**config.mk**
```make
export PLATFORM = sky130hd
export DESIGN_NAME = address_resolution_cache_unit
export DESIGN_NICKNAME = d
export VERILOG_FILES = /design/src/hw/rtl/arc_pkg.sv /design/src/hw/rtl/address_resolution_cache_unit.sv /design/src/hw/rtl/arc_mem.sv /design/src/hw/rtl/arc_scan.sv
export SDC_FILE = /design/constraint.sdc
export NUM_CORES = 2
export LEC_CHECK = 0
export BUFFER_PORTS_ARGS = -buffer_cell sky130_fd_sc_hd__buf_2
export CORE_UTILIZATION = 30
export CTS_BUF_LIST = sky130_fd_sc_hd__clkbuf_8
export DETAILED_ROUTE_END_ITERATION = 8
export REMOVE_ABC_BUFFERS = 1
export SETUP_SLACK_MARGIN = 0.4
export SYNTH_ARGS = -nofsm -noshare
export SYNTH_HDL_FRONTEND = slang
export SYNTH_HIERARCHICAL = 1
export SYNTH_SLANG_ARGS = --single-unit
```
**constraint.sdc**
```tcl
create_clock -name clk -period 12.95 [get_ports clk]
set_clock_uncertainty 0.15 [all_clocks]
set_input_delay 2.59 -clock clk [delete_from_list [all_inputs] [get_ports clk]]
set_output_delay 2.59 -clock clk [all_outputs]
set_load 0.005 [all_outputs]
```
**src/hw/rtl/arc_pkg.sv**
```systemverilog
// Shared types and constants for the address resolution cache.
`timescale 1ns / 1ps
package arc_pkg;

  // Command codes
  localparam logic [1:0] CMD_LOOKUP = 2'd0;
  localparam logic [1:0] CMD_RX_PKT = 2'd1;
  localparam logic [1:0] CMD_SENT   = 2'd2;

  // Result kinds
  localparam logic [2:0] KIND_NONE    = 3'd0;
  localparam logic [2:0] KIND_UNICAST = 3'd1;
  localparam logic [2:0] KIND_BCAST   = 3'd2;
  localparam logic [2:0] KIND_REQUEST = 3'd3;
  localparam logic [2:0] KIND_QUEUED  = 3'd4;
  localparam logic [2:0] KIND_DROPPED = 3'd5;

  // Configuration register indexes
  localparam logic [1:0] CFG_MY_NET     = 2'd0;
  localparam logic [1:0] CFG_HW_TYPE    = 2'd1;
  localparam logic [1:0] CFG_PROTO_TYPE = 2'd2;

  localparam logic [15:0] HW_TYPE_RST    = 16'd1;
  localparam logic [15:0] PROTO_TYPE_RST = 16'd2052;
  localparam logic [7:0]  PROTO_LEN_REQ  = 8'd2;
  localparam logic [47:0] BCAST_MAC      = 48'hFFFF_FFFF_FFFF;

  // One cache entry as stored in memory
  typedef struct packed {
    logic [15:0] net;
    logic [47:0] mac;
    logic [31:0] stamp;
  } entry_t;

  // Captured input beat
  typedef struct packed {
    logic [1:0]  cmd;
    logic [15:0] dest_net;
    logic        length_ok;
    logic [15:0] hw_type;
    logic [15:0] proto_type;
    logic [7:0]  proto_len;
    logic        is_request;
    logic [15:0] sender_net;
    logic [47:0] sender_mac;
    logic [15:0] target_net;
  } item_t;

  // Scan summary handed from the scanner to the control logic
  typedef struct packed {
    logic   hit;
    entry_t hit_word;
    logic   empty;
    logic [31:0] lru_stamp;
  } scan_sum_t;

endpackage

```
**src/hw/rtl/address_resolution_cache_unit.sv**
```systemverilog
// Top level of the address resolution cache: control, config and result register.
`timescale 1ns / 1ps
//  channel | handshake          | payload
//  --------+--------------------+---------------------------------------------
//  in      | in_valid/in_stall  | cmd, dest_net, packet fields, sender, target
//  out     | out_valid/out_stall| kind, dest_mac, about_net, learned
//  cfg     | cfg_we             | cfg_idx, cfg_data (16 bits)
//
// Each beat is accepted from idle, then makes one read per entry
// from the single read port of the entry memory, waits out the read latency
// in a drain state, then decides and writes back. One beat is in flight at a time.
// Reset (rst_n low, synchronous) empties the cache at once through valid bits.
// A new beat is taken while a finished result waits; a stalled output holds
// the finishing beat in its decide cycle.
module address_resolution_cache_unit #(
  parameter int ENTRIES = 16
) (
  input  logic        clk,
  input  logic        rst_n,
  // configuration
  input  logic        cfg_we,
  input  logic [1:0]  cfg_idx,
  input  logic [15:0] cfg_data,
  // input channel
  input  logic        in_valid,
  output logic        in_stall,
  input  logic [1:0]  in_cmd,
  input  logic [15:0] in_dest_net,
  input  logic        in_length_ok,
  input  logic [15:0] in_hw_type,
  input  logic [15:0] in_proto_type,
  input  logic [7:0]  in_proto_len,
  input  logic        in_is_request,
  input  logic [15:0] in_sender_net,
  input  logic [47:0] in_sender_mac,
  input  logic [15:0] in_target_net,
  // result channel
  output logic        out_valid,
  input  logic        out_stall,
  output logic [2:0]  out_kind,
  output logic [47:0] out_dest_mac,
  output logic [15:0] out_about_net,
  output logic        out_learned
);

  localparam int IDX_W = (ENTRIES > 1) ? $clog2(ENTRIES) : 1;
  localparam logic [IDX_W-1:0] LAST_IDX = IDX_W'(ENTRIES - 1);

  localparam logic [1:0] ST_IDLE  = 2'd0;
  localparam logic [1:0] ST_SCAN  = 2'd1;
  localparam logic [1:0] ST_DRAIN = 2'd2;
  localparam logic [1:0] ST_FIN   = 2'd3;

  logic [1:0]         state_r, state_nxt;
  logic [IDX_W-1:0]   cnt_r, cnt_nxt;
  arc_pkg::item_t     item_r;
  logic [15:0]        my_net_r, hw_code_r, proto_code_r;
  logic [31:0]        use_clk_r, use_clk_nxt;
  logic               pend_r, pend_nxt;
  logic               out_valid_r, out_valid_nxt;
  logic [2:0]         out_kind_r;
  logic [47:0]        out_mac_r;
  logic [15:0]        out_about_r;
  logic               out_learned_r;

  logic               in_acc;
  logic               fin_go;
  logic               rd_en;
  logic               rsp_vld;
  logic [IDX_W-1:0]   rsp_idx;
  arc_pkg::entry_t    rsp_word;
  arc_pkg::scan_sum_t sum;
  logic [IDX_W-1:0]   hit_idx, emp_idx, lru_idx;
  logic [15:0]        key;

  logic               wr_en;
  logic [IDX_W-1:0]   wr_addr;
  arc_pkg::entry_t    wr_data;
  logic [2:0]         res_kind;
  logic [47:0]        res_mac;
  logic [15:0]        res_about;
  logic               res_learned;
  logic               pkt_ok;
  logic               for_us;

  assign in_stall = (state_r != ST_IDLE);
  assign in_acc   = in_valid && !in_stall;
  assign fin_go   = (state_r == ST_FIN) && (!out_valid_r || !out_stall);
  assign rd_en    = (state_r == ST_SCAN);
  assign key      = (item_r.cmd == arc_pkg::CMD_LOOKUP) ? item_r.dest_net
                                                         : item_r.sender_net;

  // Entry memory and scanner
  arc_mem #(.ENTRIES(ENTRIES), .IDX_W(IDX_W)) u_mem (
    .clk      (clk),
    .rst_n    (rst_n),
    .rd_en    (rd_en),
    .rd_addr  (cnt_r),
    .rsp_vld  (rsp_vld),
    .rsp_idx  (rsp_idx),
    .rsp_word (rsp_word),
    .wr_en    (wr_en),
    .wr_addr  (wr_addr),
    .wr_data  (wr_data)
  );

  arc_scan #(.IDX_W(IDX_W)) u_scan (
    .clk      (clk),
    .rst_n    (rst_n),
    .clr      (in_acc),
    .key      (key),
    .rsp_vld  (rsp_vld),
    .rsp_idx  (rsp_idx),
    .rsp_word (rsp_word),
    .sum      (sum),
    .hit_idx  (hit_idx),
    .emp_idx  (emp_idx),
    .lru_idx  (lru_idx)
  );

  // Configuration registers
  always_ff @(posedge clk) begin
    if (!rst_n) begin
      my_net_r     <= '0;
      hw_code_r    <= arc_pkg::HW_TYPE_RST;
      proto_code_r <= arc_pkg::PROTO_TYPE_RST;
    end else if (cfg_we) begin
      case (cfg_idx)
        arc_pkg::CFG_MY_NET:     my_net_r     <= cfg_data;
        arc_pkg::CFG_HW_TYPE:    hw_code_r    <= cfg_data;
        arc_pkg::CFG_PROTO_TYPE: proto_code_r <= cfg_data;
        default: ;
      endcase
    end
  end

  // Sequencer: accept, scan all entries, drain read latency, decide
  always_comb begin
    state_nxt = state_r;
    cnt_nxt   = cnt_r;
    case (state_r)
      ST_IDLE: begin
        cnt_nxt = '0;
        if (in_acc) begin
          state_nxt = ST_SCAN;
        end
      end
      ST_SCAN: begin
        cnt_nxt = cnt_r + 1'b1;
        if (cnt_r == LAST_IDX) begin
          state_nxt = ST_DRAIN;
          cnt_nxt   = '0;
        end
      end
      ST_DRAIN: state_nxt = ST_FIN;
      ST_FIN: begin
        if (fin_go) begin
          state_nxt = ST_IDLE;
        end
      end
      default: state_nxt = ST_IDLE;
    endcase
  end

  // Decide the result and the single write-back
  always_comb begin
    pkt_ok = item_r.length_ok && (item_r.hw_type == hw_code_r) &&
             (item_r.proto_type == proto_code_r) &&
             (item_r.proto_len == arc_pkg::PROTO_LEN_REQ) &&
             (item_r.sender_net != 16'd0);
    for_us      = (item_r.target_net == my_net_r);
    wr_en       = 1'b0;
    wr_addr     = hit_idx;
    wr_data     = sum.hit_word;
    res_kind    = arc_pkg::KIND_NONE;
    res_mac     = '0;
    res_about   = '0;
    res_learned = 1'b0;
    use_clk_nxt = use_clk_r;
    pend_nxt    = pend_r;
    case (item_r.cmd)
      arc_pkg::CMD_LOOKUP: begin
        if (item_r.dest_net == 16'd0) begin
          res_kind = arc_pkg::KIND_BCAST;
          res_mac  = arc_pkg::BCAST_MAC;
        end else if (sum.hit) begin
          use_clk_nxt   = use_clk_r + 32'd1;
          wr_en         = fin_go;
          wr_data.stamp = use_clk_nxt;
          res_kind      = arc_pkg::KIND_UNICAST;
          res_mac       = sum.hit_word.mac;
        end else begin
          res_kind  = arc_pkg::KIND_REQUEST;
          res_about = item_r.dest_net;
        end
      end
      arc_pkg::CMD_RX_PKT: begin
        if (pkt_ok) begin
          if (sum.hit) begin
            wr_en       = fin_go;
            wr_data.mac = item_r.sender_mac;
            res_learned = 1'b1;
          end else if (for_us) begin
            // learn into the first empty slot, else the LRU slot (stamp kept)
            wr_en         = fin_go;
            wr_addr       = sum.empty ? emp_idx : lru_idx;
            wr_data.net   = item_r.sender_net;
            wr_data.mac   = item_r.sender_mac;
            wr_data.stamp = sum.empty ? 32'd0 : sum.lru_stamp;
            res_learned   = 1'b1;
          end
          if (for_us && item_r.is_request) begin
            if (pend_r) begin
              res_kind = arc_pkg::KIND_DROPPED;
            end else begin
              pend_nxt  = 1'b1;
              res_kind  = arc_pkg::KIND_QUEUED;
              res_mac   = item_r.sender_mac;
              res_about = item_r.sender_net;
            end
          end
        end
      end
      arc_pkg::CMD_SENT: pend_nxt = 1'b0;
      default: ;
    endcase
  end

  assign out_valid_nxt = fin_go ? 1'b1 : (out_valid_r && out_stall);

  // Control registers
  always_ff @(posedge clk) begin
    if (!rst_n) begin
      state_r     <= ST_IDLE;
      cnt_r       <= '0;
      use_clk_r   <= '0;
      pend_r      <= 1'b0;
      out_valid_r <= 1'b0;
    end else begin
      state_r     <= state_nxt;
      cnt_r       <= cnt_nxt;
      out_valid_r <= out_valid_nxt;
      if (fin_go) begin
        use_clk_r <= use_clk_nxt;
        pend_r    <= pend_nxt;
      end
    end
  end

  // Payload registers
  always_ff @(posedge clk) begin
    if (in_acc) begin
      item_r.cmd        <= in_cmd;
      item_r.dest_net   <= in_dest_net;
      item_r.length_ok  <= in_length_ok;
      item_r.hw_type    <= in_hw_type;
      item_r.proto_type <= in_proto_type;
      item_r.proto_len  <= in_proto_len;
      item_r.is_request <= in_is_request;
      item_r.sender_net <= in_sender_net;
      item_r.sender_mac <= in_sender_mac;
      item_r.target_net <= in_target_net;
    end
    if (fin_go) begin
      out_kind_r    <= res_kind;
      out_mac_r     <= res_mac;
      out_about_r   <= res_about;
      out_learned_r <= res_learned;
    end
  end

  assign out_valid     = out_valid_r;
  assign out_kind      = out_kind_r;
  assign out_dest_mac  = out_mac_r;
  assign out_about_net = out_about_r;
  assign out_learned   = out_learned_r;

`ifndef SYNTH
  // memory is written back only in the decide cycle
  a_wr_in_fin: assert property (@(posedge clk) disable iff (!rst_n)
    wr_en |-> (state_r == ST_FIN))
    else $error("entry write outside decide cycle");

  // read data only returns during the scan window
  a_rsp_window: assert property (@(posedge clk) disable iff (!rst_n)
    rsp_vld |-> ((state_r == ST_SCAN) || (state_r == ST_DRAIN)))
    else $error("read response outside scan");

  // an accepted beat starts a scan at entry zero
  a_acc_scan: assert property (@(posedge clk) disable iff (!rst_n)
    in_acc |=> ((state_r == ST_SCAN) && (cnt_r == '0)))
    else $error("accepted beat did not start a scan");

  // a finishing beat always lands in the result register
  a_fin_out: assert property (@(posedge clk) disable iff (!rst_n)
    fin_go |=> (out_valid_r && (state_r == ST_IDLE)))
    else $error("finished beat lost");
`endif

endmodule

```
**src/hw/rtl/arc_mem.sv**
```systemverilog
// Entry memory: one write port, one registered read port, valid bit per entry.
`timescale 1ns / 1ps
module arc_mem #(
  parameter int ENTRIES = 16,
  parameter int IDX_W   = 4
) (
  input  logic                  clk,
  input  logic                  rst_n,
  input  logic                  rd_en,
  input  logic [IDX_W-1:0]      rd_addr,
  output logic                  rsp_vld,
  output logic [IDX_W-1:0]      rsp_idx,
  output arc_pkg::entry_t       rsp_word,
  input  logic                  wr_en,
  input  logic [IDX_W-1:0]      wr_addr,
  input  arc_pkg::entry_t       wr_data
);

  arc_pkg::entry_t    mem [ENTRIES];
  logic [ENTRIES-1:0] vld_r;
  arc_pkg::entry_t    rd_data_r;
  logic               rd_ok_r;
  logic               rsp_vld_r;
  logic [IDX_W-1:0]   rsp_idx_r;

  // Storage array and read data
  always_ff @(posedge clk) begin
    if (wr_en) begin
      mem[wr_addr] <= wr_data;
    end
    if (rd_en) begin
      rd_data_r <= mem[rd_addr];
      rsp_idx_r <= rd_addr;
    end
  end

  // Valid bits and read strobe; unwritten entries read as zero
  always_ff @(posedge clk) begin
    if (!rst_n) begin
      vld_r     <= '0;
      rd_ok_r   <= 1'b0;
      rsp_vld_r <= 1'b0;
    end else begin
      if (wr_en) begin
        vld_r[wr_addr] <= 1'b1;
      end
      if (rd_en) begin
        rd_ok_r <= vld_r[rd_addr];
      end
      rsp_vld_r <= rd_en;
    end
  end

  assign rsp_vld  = rsp_vld_r;
  assign rsp_idx  = rsp_idx_r;
  assign rsp_word = rd_ok_r ? rd_data_r : '0;

endmodule

```
**src/hw/rtl/arc_scan.sv**
```systemverilog
// Scan accumulator: first match, first empty slot and least recently used slot.
`timescale 1ns / 1ps
module arc_scan #(
  parameter int IDX_W = 4
) (
  input  logic                clk,
  input  logic                rst_n,
  input  logic                clr,
  input  logic [15:0]         key,
  input  logic                rsp_vld,
  input  logic [IDX_W-1:0]    rsp_idx,
  input  arc_pkg::entry_t     rsp_word,
  output arc_pkg::scan_sum_t  sum,
  output logic [IDX_W-1:0]    hit_idx,
  output logic [IDX_W-1:0]    emp_idx,
  output logic [IDX_W-1:0]    lru_idx
);

  logic               hit_r;
  logic               emp_r;
  arc_pkg::entry_t    hit_word_r;
  logic [31:0]        lru_stamp_r;
  logic [IDX_W-1:0]   hit_idx_r;
  logic [IDX_W-1:0]   emp_idx_r;
  logic [IDX_W-1:0]   lru_idx_r;
  logic               is_match;
  logic               is_empty;
  logic               is_older;

  assign is_match = (key != 16'd0) && (rsp_word.net == key);
  assign is_empty = (rsp_word.net == 16'd0);
  // slot 0 always seeds the LRU candidate; strict compare keeps lowest index on ties
  assign is_older = (rsp_idx == '0) || (rsp_word.stamp < lru_stamp_r);

  // Flags
  always_ff @(posedge clk) begin
    if (!rst_n || clr) begin
      hit_r <= 1'b0;
      emp_r <= 1'b0;
    end else if (rsp_vld) begin
      if (is_match) begin
        hit_r <= 1'b1;
      end
      if (is_empty) begin
        emp_r <= 1'b1;
      end
    end
  end

  // Captured candidates
  always_ff @(posedge clk) begin
    if (rsp_vld) begin
      if (is_match && !hit_r) begin
        hit_word_r <= rsp_word;
        hit_idx_r  <= rsp_idx;
      end
      if (is_empty && !emp_r) begin
        emp_idx_r <= rsp_idx;
      end
      if (is_older) begin
        lru_stamp_r <= rsp_word.stamp;
        lru_idx_r   <= rsp_idx;
      end
    end
  end

  assign sum.hit       = hit_r;
  assign sum.hit_word  = hit_word_r;
  assign sum.empty     = emp_r;
  assign sum.lru_stamp = lru_stamp_r;
  assign hit_idx = hit_idx_r;
  assign emp_idx = emp_idx_r;
  assign lru_idx = lru_idx_r;

endmodule
```
# [Word level (Yosys, flattened, before mapping)]
# Memory sizes are Yosys's and may differ from the RTL's. A register that Yosys moved wholly into a read port is not among the register bits.
# Index checks and enable logic that the tools add are counted.
[word_totals] regBits=460 ramBits=1536 in_bits=163 out_inout_bits=70 elab_cells=165 n_memories=1
[memory_table] name="u_mem.mem" depth=16 width=96 rd=1 rd_clocked_by_memory_dff=1 write_ports=1 line="arc_mem.sv:19" source="arc_pkg::entry_t mem [ENTRIES];"
[classes] n_addsub=2 magnitude_cmp=4 n_eq_ne=18 n_mux=59 bitwise=2 n_reduce_logical=44
[op_table] cell="48-bit two-way mux" n=6
[op_table] cell="96-bit two-way mux" n=3
[op_table] cell="32-bit two-way mux" n=4
[op_table] cell="16-bit two-way mux" n=7
[op_table] cell="48-bit case mux with 2 select lines" n=1
[op_table] cell="16-bit equality test" n=4
[op_table] cell="64-bit two-way mux" n=1
[op_table] cell="32-bit case mux with 2 select lines" n=1
[op_table] cell="32-bit by 1-bit adder with 32-bit output (second input constant)" n=1
[op_table] cell="16-bit logical NOT" n=2
[op_table] cell="32-bit < comparator" n=1
[op_table] cell="16-bit case mux with 2 select lines" n=1
[op_table] cell="16-bit nonzero test" n=2
[op_table] cell="4-bit two-way mux" n=6
[op_table] cell="2-bit AND reduction" n=9
[op_table] cell="16-bit OR" n=1
[op_table] cell="1-bit two-way mux" n=15
[op_table] cell="1-bit logical AND" n=12
[op_table] cell="4-bit by 5-bit < comparator with 1-bit output (second input constant)" n=2
[op_table] cell="3-bit two-way mux" n=3
[op_table] cell="2-bit equality test (second input constant)" n=4
[op_table] cell="8-bit by 2-bit equality test with 1-bit output (second input constant)" n=1
[op_table] cell="2-bit two-way mux" n=4
[op_table] cell="2-bit inequality test (second input constant)" n=4
[op_table] cell="19 further kinds" n=34

# [Longest topological paths before layout]
[logic_depth] word_depth=12 ltp_mapped=10

# [By module]
# The synthesis kept the hierarchy.
[by_module_without_submodules] mod="arc_mem" n_inst=1 cells_each=2406 area_each_um2=61915.6 seq_area_each_um2=49487.5
[by_module_without_submodules] mod="address_resolution_cache_unit" n_inst=1 cells_each=1185 area_each_um2=13659.4 seq_area_each_um2=8007.7
[by_module_without_submodules] mod="arc_scan" n_inst=1 cells_each=300 area_each_um2=5333.9 seq_area_each_um2=4244.1

# [Worst setup path before layout]
# No wires, ideal clock.
[synth_timing] kind="input port to flip-flop" startpoint="in out_stall" endpoint="mem u_mem/mem[0][0] in the netlist's numbering (enable)" setup_ns=0.671 arrival_ns=10.155 required_time_ns=12.129 path_slack_ns=1.974 path_stages=5 n_path_buf=0 path_cell_list="nand2_1 nand2_1 a211oi_1 or3b_2 nor3_1"
[synth_between] elab_chain_cells=9
[synth_lines] item="start, declared" line="address_resolution_cache_unit.sv:39" source="input logic out_stall,"
[synth_lines] item="1-bit logical NOT *" line="address_resolution_cache_unit.sv:88" source="assign fin_go = (state_r == ST_FIN) && (!out_valid_r || !out_stall);"
[synth_lines] item="1-bit logical OR *" line="address_resolution_cache_unit.sv:88"
[synth_lines] item="1-bit logical AND *" line="address_resolution_cache_unit.sv:88"
[synth_lines] item="1-bit two-way mux" line="address_resolution_cache_unit.sv:203" source="end else if (for_us) begin"
[synth_lines] item="1-bit two-way mux" line="address_resolution_cache_unit.sv:199" source="if (sum.hit) begin"
[synth_lines] item="1-bit two-way mux" line="address_resolution_cache_unit.sv:198" source="if (pkt_ok) begin"
[synth_lines] item="1-bit case mux with 2 select lines *" line="address_resolution_cache_unit.sv:181" source="case (item_r.cmd)"
[synth_lines] item="via wr_en" line="address_resolution_cache_unit.sv:76" source="logic wr_en;"
[synth_lines] item="1-bit two-way mux *" line="arc_mem.sv:28" source="if (wr_en) begin"
[synth_lines] item="1-bit two-way mux (implied by the code) *" line="arc_mem.sv:29" source="mem[wr_addr] <= wr_data;"
[synth_lines] item="end, declared" line="arc_mem.sv:19"
# The timed path passes the listed nets; every way through them passes the cells marked *.

# [Worst setup path after layout]
[layout_timing] startpoint="reg item_r[139] in the netlist's numbering" endpoint="mem u_mem/mem[1][40] in the netlist's numbering (enable)"
[layout_lines] item="start, declared" line="address_resolution_cache_unit.sv:56" source="arc_pkg::item_t item_r;"
[layout_lines] item="2-bit by 1-bit equality test with 1-bit output" line="address_resolution_cache_unit.sv:181"
[layout_lines] item="4-bit two-way mux" line="address_resolution_cache_unit.sv:181"
[layout_lines] item="via wr_addr[2]" line="address_resolution_cache_unit.sv:77" source="logic [IDX_W-1:0] wr_addr;"
# The timed path passes the listed nets, and every way through them passes these cells.

==> flow_summary.json <==
{
  "start_util_pct": 30.2,
  "via_per_inst": 4.94,
  "drc": 0,
  "fill_cells": 25200,
  "tritoncts.num_buffers": 336,
  "die_w_um": 521,
  "worstMarginPinSlew_ns": 1.23,
  "cts_sinks": 2092,
  "gr-total-overflow": 0,
  "ys_seq_elements": 2092,
  "peakVddDrop_mv": 0.119,
  "regToRegSetupSlack_ns": 6.57,
  "hpwl_mm": 118,
  "vias": 40200,
  "max-slew-margin-rel_pct": 17.4,
  "track_usage_pct": 14.9,
  "worstPathMaxFanout": 50,
  "rows": 190,
  "post_drt_wl_per_cell_um": 25.3,
  "netlist_area_um2": 80900,
  "pin_count": 233,
  "rsz0062_at_grt": "no",
  "critical_path_buf_inv_count": 2,
  "synthCells": 3891,
  "avgSynthCellArea_um2": 20.8,
  "layout-drive-gt1-share_pct": 28.2,
  "gp_congestion": 0.806,
  "cp_common_cell": "buf_4",
  "worstPathRequired_ns": 13.40,
  "cts_max_level": 5,
  "maxSlewViolCount": 0,
  "cp_top_family": "simple AND/OR/NAND/NOR gates",
  "dieArea_um2": 272000,
  "clk_pin_slew_ns": 0.06,
  "max_stage_delay_ns": 0.86,
  "timing.final.crit_share_pct": 49.3,
  "seq_area_frac_synth_pct": 76.3,
  "layout.cells.non_filler": 8139,
  "ys_warn_count": 6,
  "area_growth_pct": 14.0,
  "wl_mm": 206,
  "hold_buffers": 0,
  "drtIter0Drc": 3847,
  "crit_arrival_ns": 6.84,
  "holdPathStages": 1,
  "status": "finished, final reports clean",
  "nNetsFinal": 4548,
  "hold_viol": 0,
  "cp_cell_sequence": "nor4_1 > nand2_1 > nor3_1 > and3_1 > nand3_1 > mux2_2 > or3b_2 > nor2_4 > buf_4 > buf_4",
  "synth-async-reset-ratio_pct": 0,
  "postPlaceCellArea_um2": 86400,
  "p_leak_nw": 28.8,
  "clk_latency_ns": 1.01,
  "grt_pass1_vias": 41300,
  "dr.pass1.iters": 5,
  "cts_resized": 0,
  "dpl.cell_count": 7562,
  "cp.depth": 10,
  "die_h_um": 521,
  "startpoint_type": "register",
  "crit_type": "reg -> reg",
  "antenna_found_initial": 33,
  "cts_tree": "built",
  "max_freq_mhz": 157,
  "core_area_um2": 268000,
  "cts_root_buffer": "clkbuf_8",
  "portBuffers": 232,
  "synth_edf_count": 1984,
  "setup_viol": 0,
  "finalInstanceArea_um2": 92200,
  "ctsLongestPathBuffers": 4,
  "grt_first_pass_wirelength_mm": 295,
  "grt_max_degree": 135,
  "final_antenna_net_count": 0,
  "layout_common_cells": "edfxtp_1, mux4_2, clkbuf_8",
  "yosysUniqueCellTypes": 58,
  "ff2ff_path_depth": 10,
  "hold_class": "reg -> reg",
  "layout_commonest_cell": "edfxtp_1",
  "post_cts_buffers": 0,
  "critPathCaptureType": "register",
  "p_per_area_nw_per_um2": 160,
  "synth_ff_type": "edfxtp_1",
  "drv_cap": 0,
  "slowest_stage": "nand3_1",
  "fin_crit_ns": 6.38
}
-- power by group --
group          internal (mW)  switching (mW)  total (mW)
clock                   2.60            2.54        5.14
combinational          0.846           0.909        1.76
sequential              7.70           0.186        7.88
-- cell families after synthesis --
| logic type | share of synthesized area, % |
|---|---|
| adders and majority gates | 0.572 |
| and+or+nand+nor | 3.57 |
| DFF | 76.3 |
| buffers and inverters | 1.37 |
| muxes | 14.5 |
| xor gates and xnor gates | 1.18 |
| AOI/OAI and AO/OA | 2.51 |
-- worst paths after layout --
path,endpoint,startpoint
hold / removal,u_mem/vld_r[2],u_mem/vld_r[2]
setup / recovery,u_mem/mem[1][40],item_r[139]
setup reg to reg,u_mem/mem[1][40],item_r[139]
hold reg to reg,u_mem/vld_r[2],u_mem/vld_r[2]
-- layer usage --
layer | GRT usage [%] | share of wire [%] | vias to the layer above
met5 | 0 | 0.090 | -
met4 | 3.69 | 1.8 | 30
met3 | 3.71 | 8.0 | 318
met2 | 22.5 | 45 | 1597
met1 | 21.5 | 45 | 21400
li1 | - | - | 16800
-- cells in the mapped netlist, types with 9 or more instances --
cell type     n  area share [%]
a21boi_0     53            0.49
a21boi_1      9           0.084
a21o_1       48            0.45
a21oi_1      67            0.41
a221o_1      32            0.40
a22o_1       16            0.17
and2_1      115            0.89
buf_1        15           0.070
buf_2        35            0.22
buf_4        32            0.30
buf_6        10            0.14
clkbuf_1     97            0.45
dfxtp_1     108             2.7
edfxtp_1   1984              74
ha_1         37            0.57
inv_1        42            0.19
mux2_2       72             1.0
mux4_2      482              13
nand2_1     230             1.1
nand3_1      27            0.17
nand4_1      31            0.24
nor2_1       70            0.32
nor2b_1       9           0.070
nor3_1       10           0.062
nor4_1       23            0.18
o21a_1       18            0.17
o21ai_0      27            0.17
or3_1        18            0.14
xnor2_1      80            0.87
xor2_1       29            0.31
-- layout make-up --
type / instances / area, µm² / area share [%]
multi-input cells: 1568 / 18200 / 19.8
inverters: 42 / 160 / 0.174
clock inverters: 220 / 1090 / 1.18
diodes: 12 / 30.0 / 0.0326
repair buffers: 308 / 1780 / 1.93
clock buffers: 345 / 4750 / 5.15
well taps: 3552 / 4440 / 4.82
flip-flops and latches: 2092 / 61800 / 67.0
-- sequential cells by signal, indices dropped and copies added (netlist names), 3 cells and up --
| signal | flops |
|---|---|
| use_clk_r | 32 |
| u_mem/rd_data_r | 96 |
| u_scan/sum | 96 |
| cnt_r | 4 |
| u_scan/hit_idx | 4 |
| u_scan/emp_idx | 4 |
| u_mem/rsp_idx | 4 |
| out_kind | 3 |
| u_scan/lru_idx | 4 |
| hw_code_r | 16 |
| out_dest_mac | 48 |
| my_net_r | 16 |
| u_mem/mem | 1536 |
| item_r | 140 |
| out_about_net | 16 |
| u_mem/vld_r | 16 |
| u_scan/lru_stamp_r | 32 |
| proto_code_r | 16 |
-- per-stage QoR --
stage | power, mW | utilization, % | setup TNS [ns] | hold WS [ns] | worst slack, ns
finish | 14.8 | 34.4 | 0 | 0.316 | 6.57
global route | 15.4 | 34.4 | 0 | 0.325 | 6.14
CTS | 15.0 | 34.4 | 0 | 0.316 | 6.39
detailed placement | 9.81 | 32.2 | 0 | 0.302 | 5.82
global placement | 9.81 | 32.2 | 0 | 0.293 | 5.93
floorplan | 10.0 | - | -454.33 | 0.285 | -5.10
(Power assumes the default switching activity.)
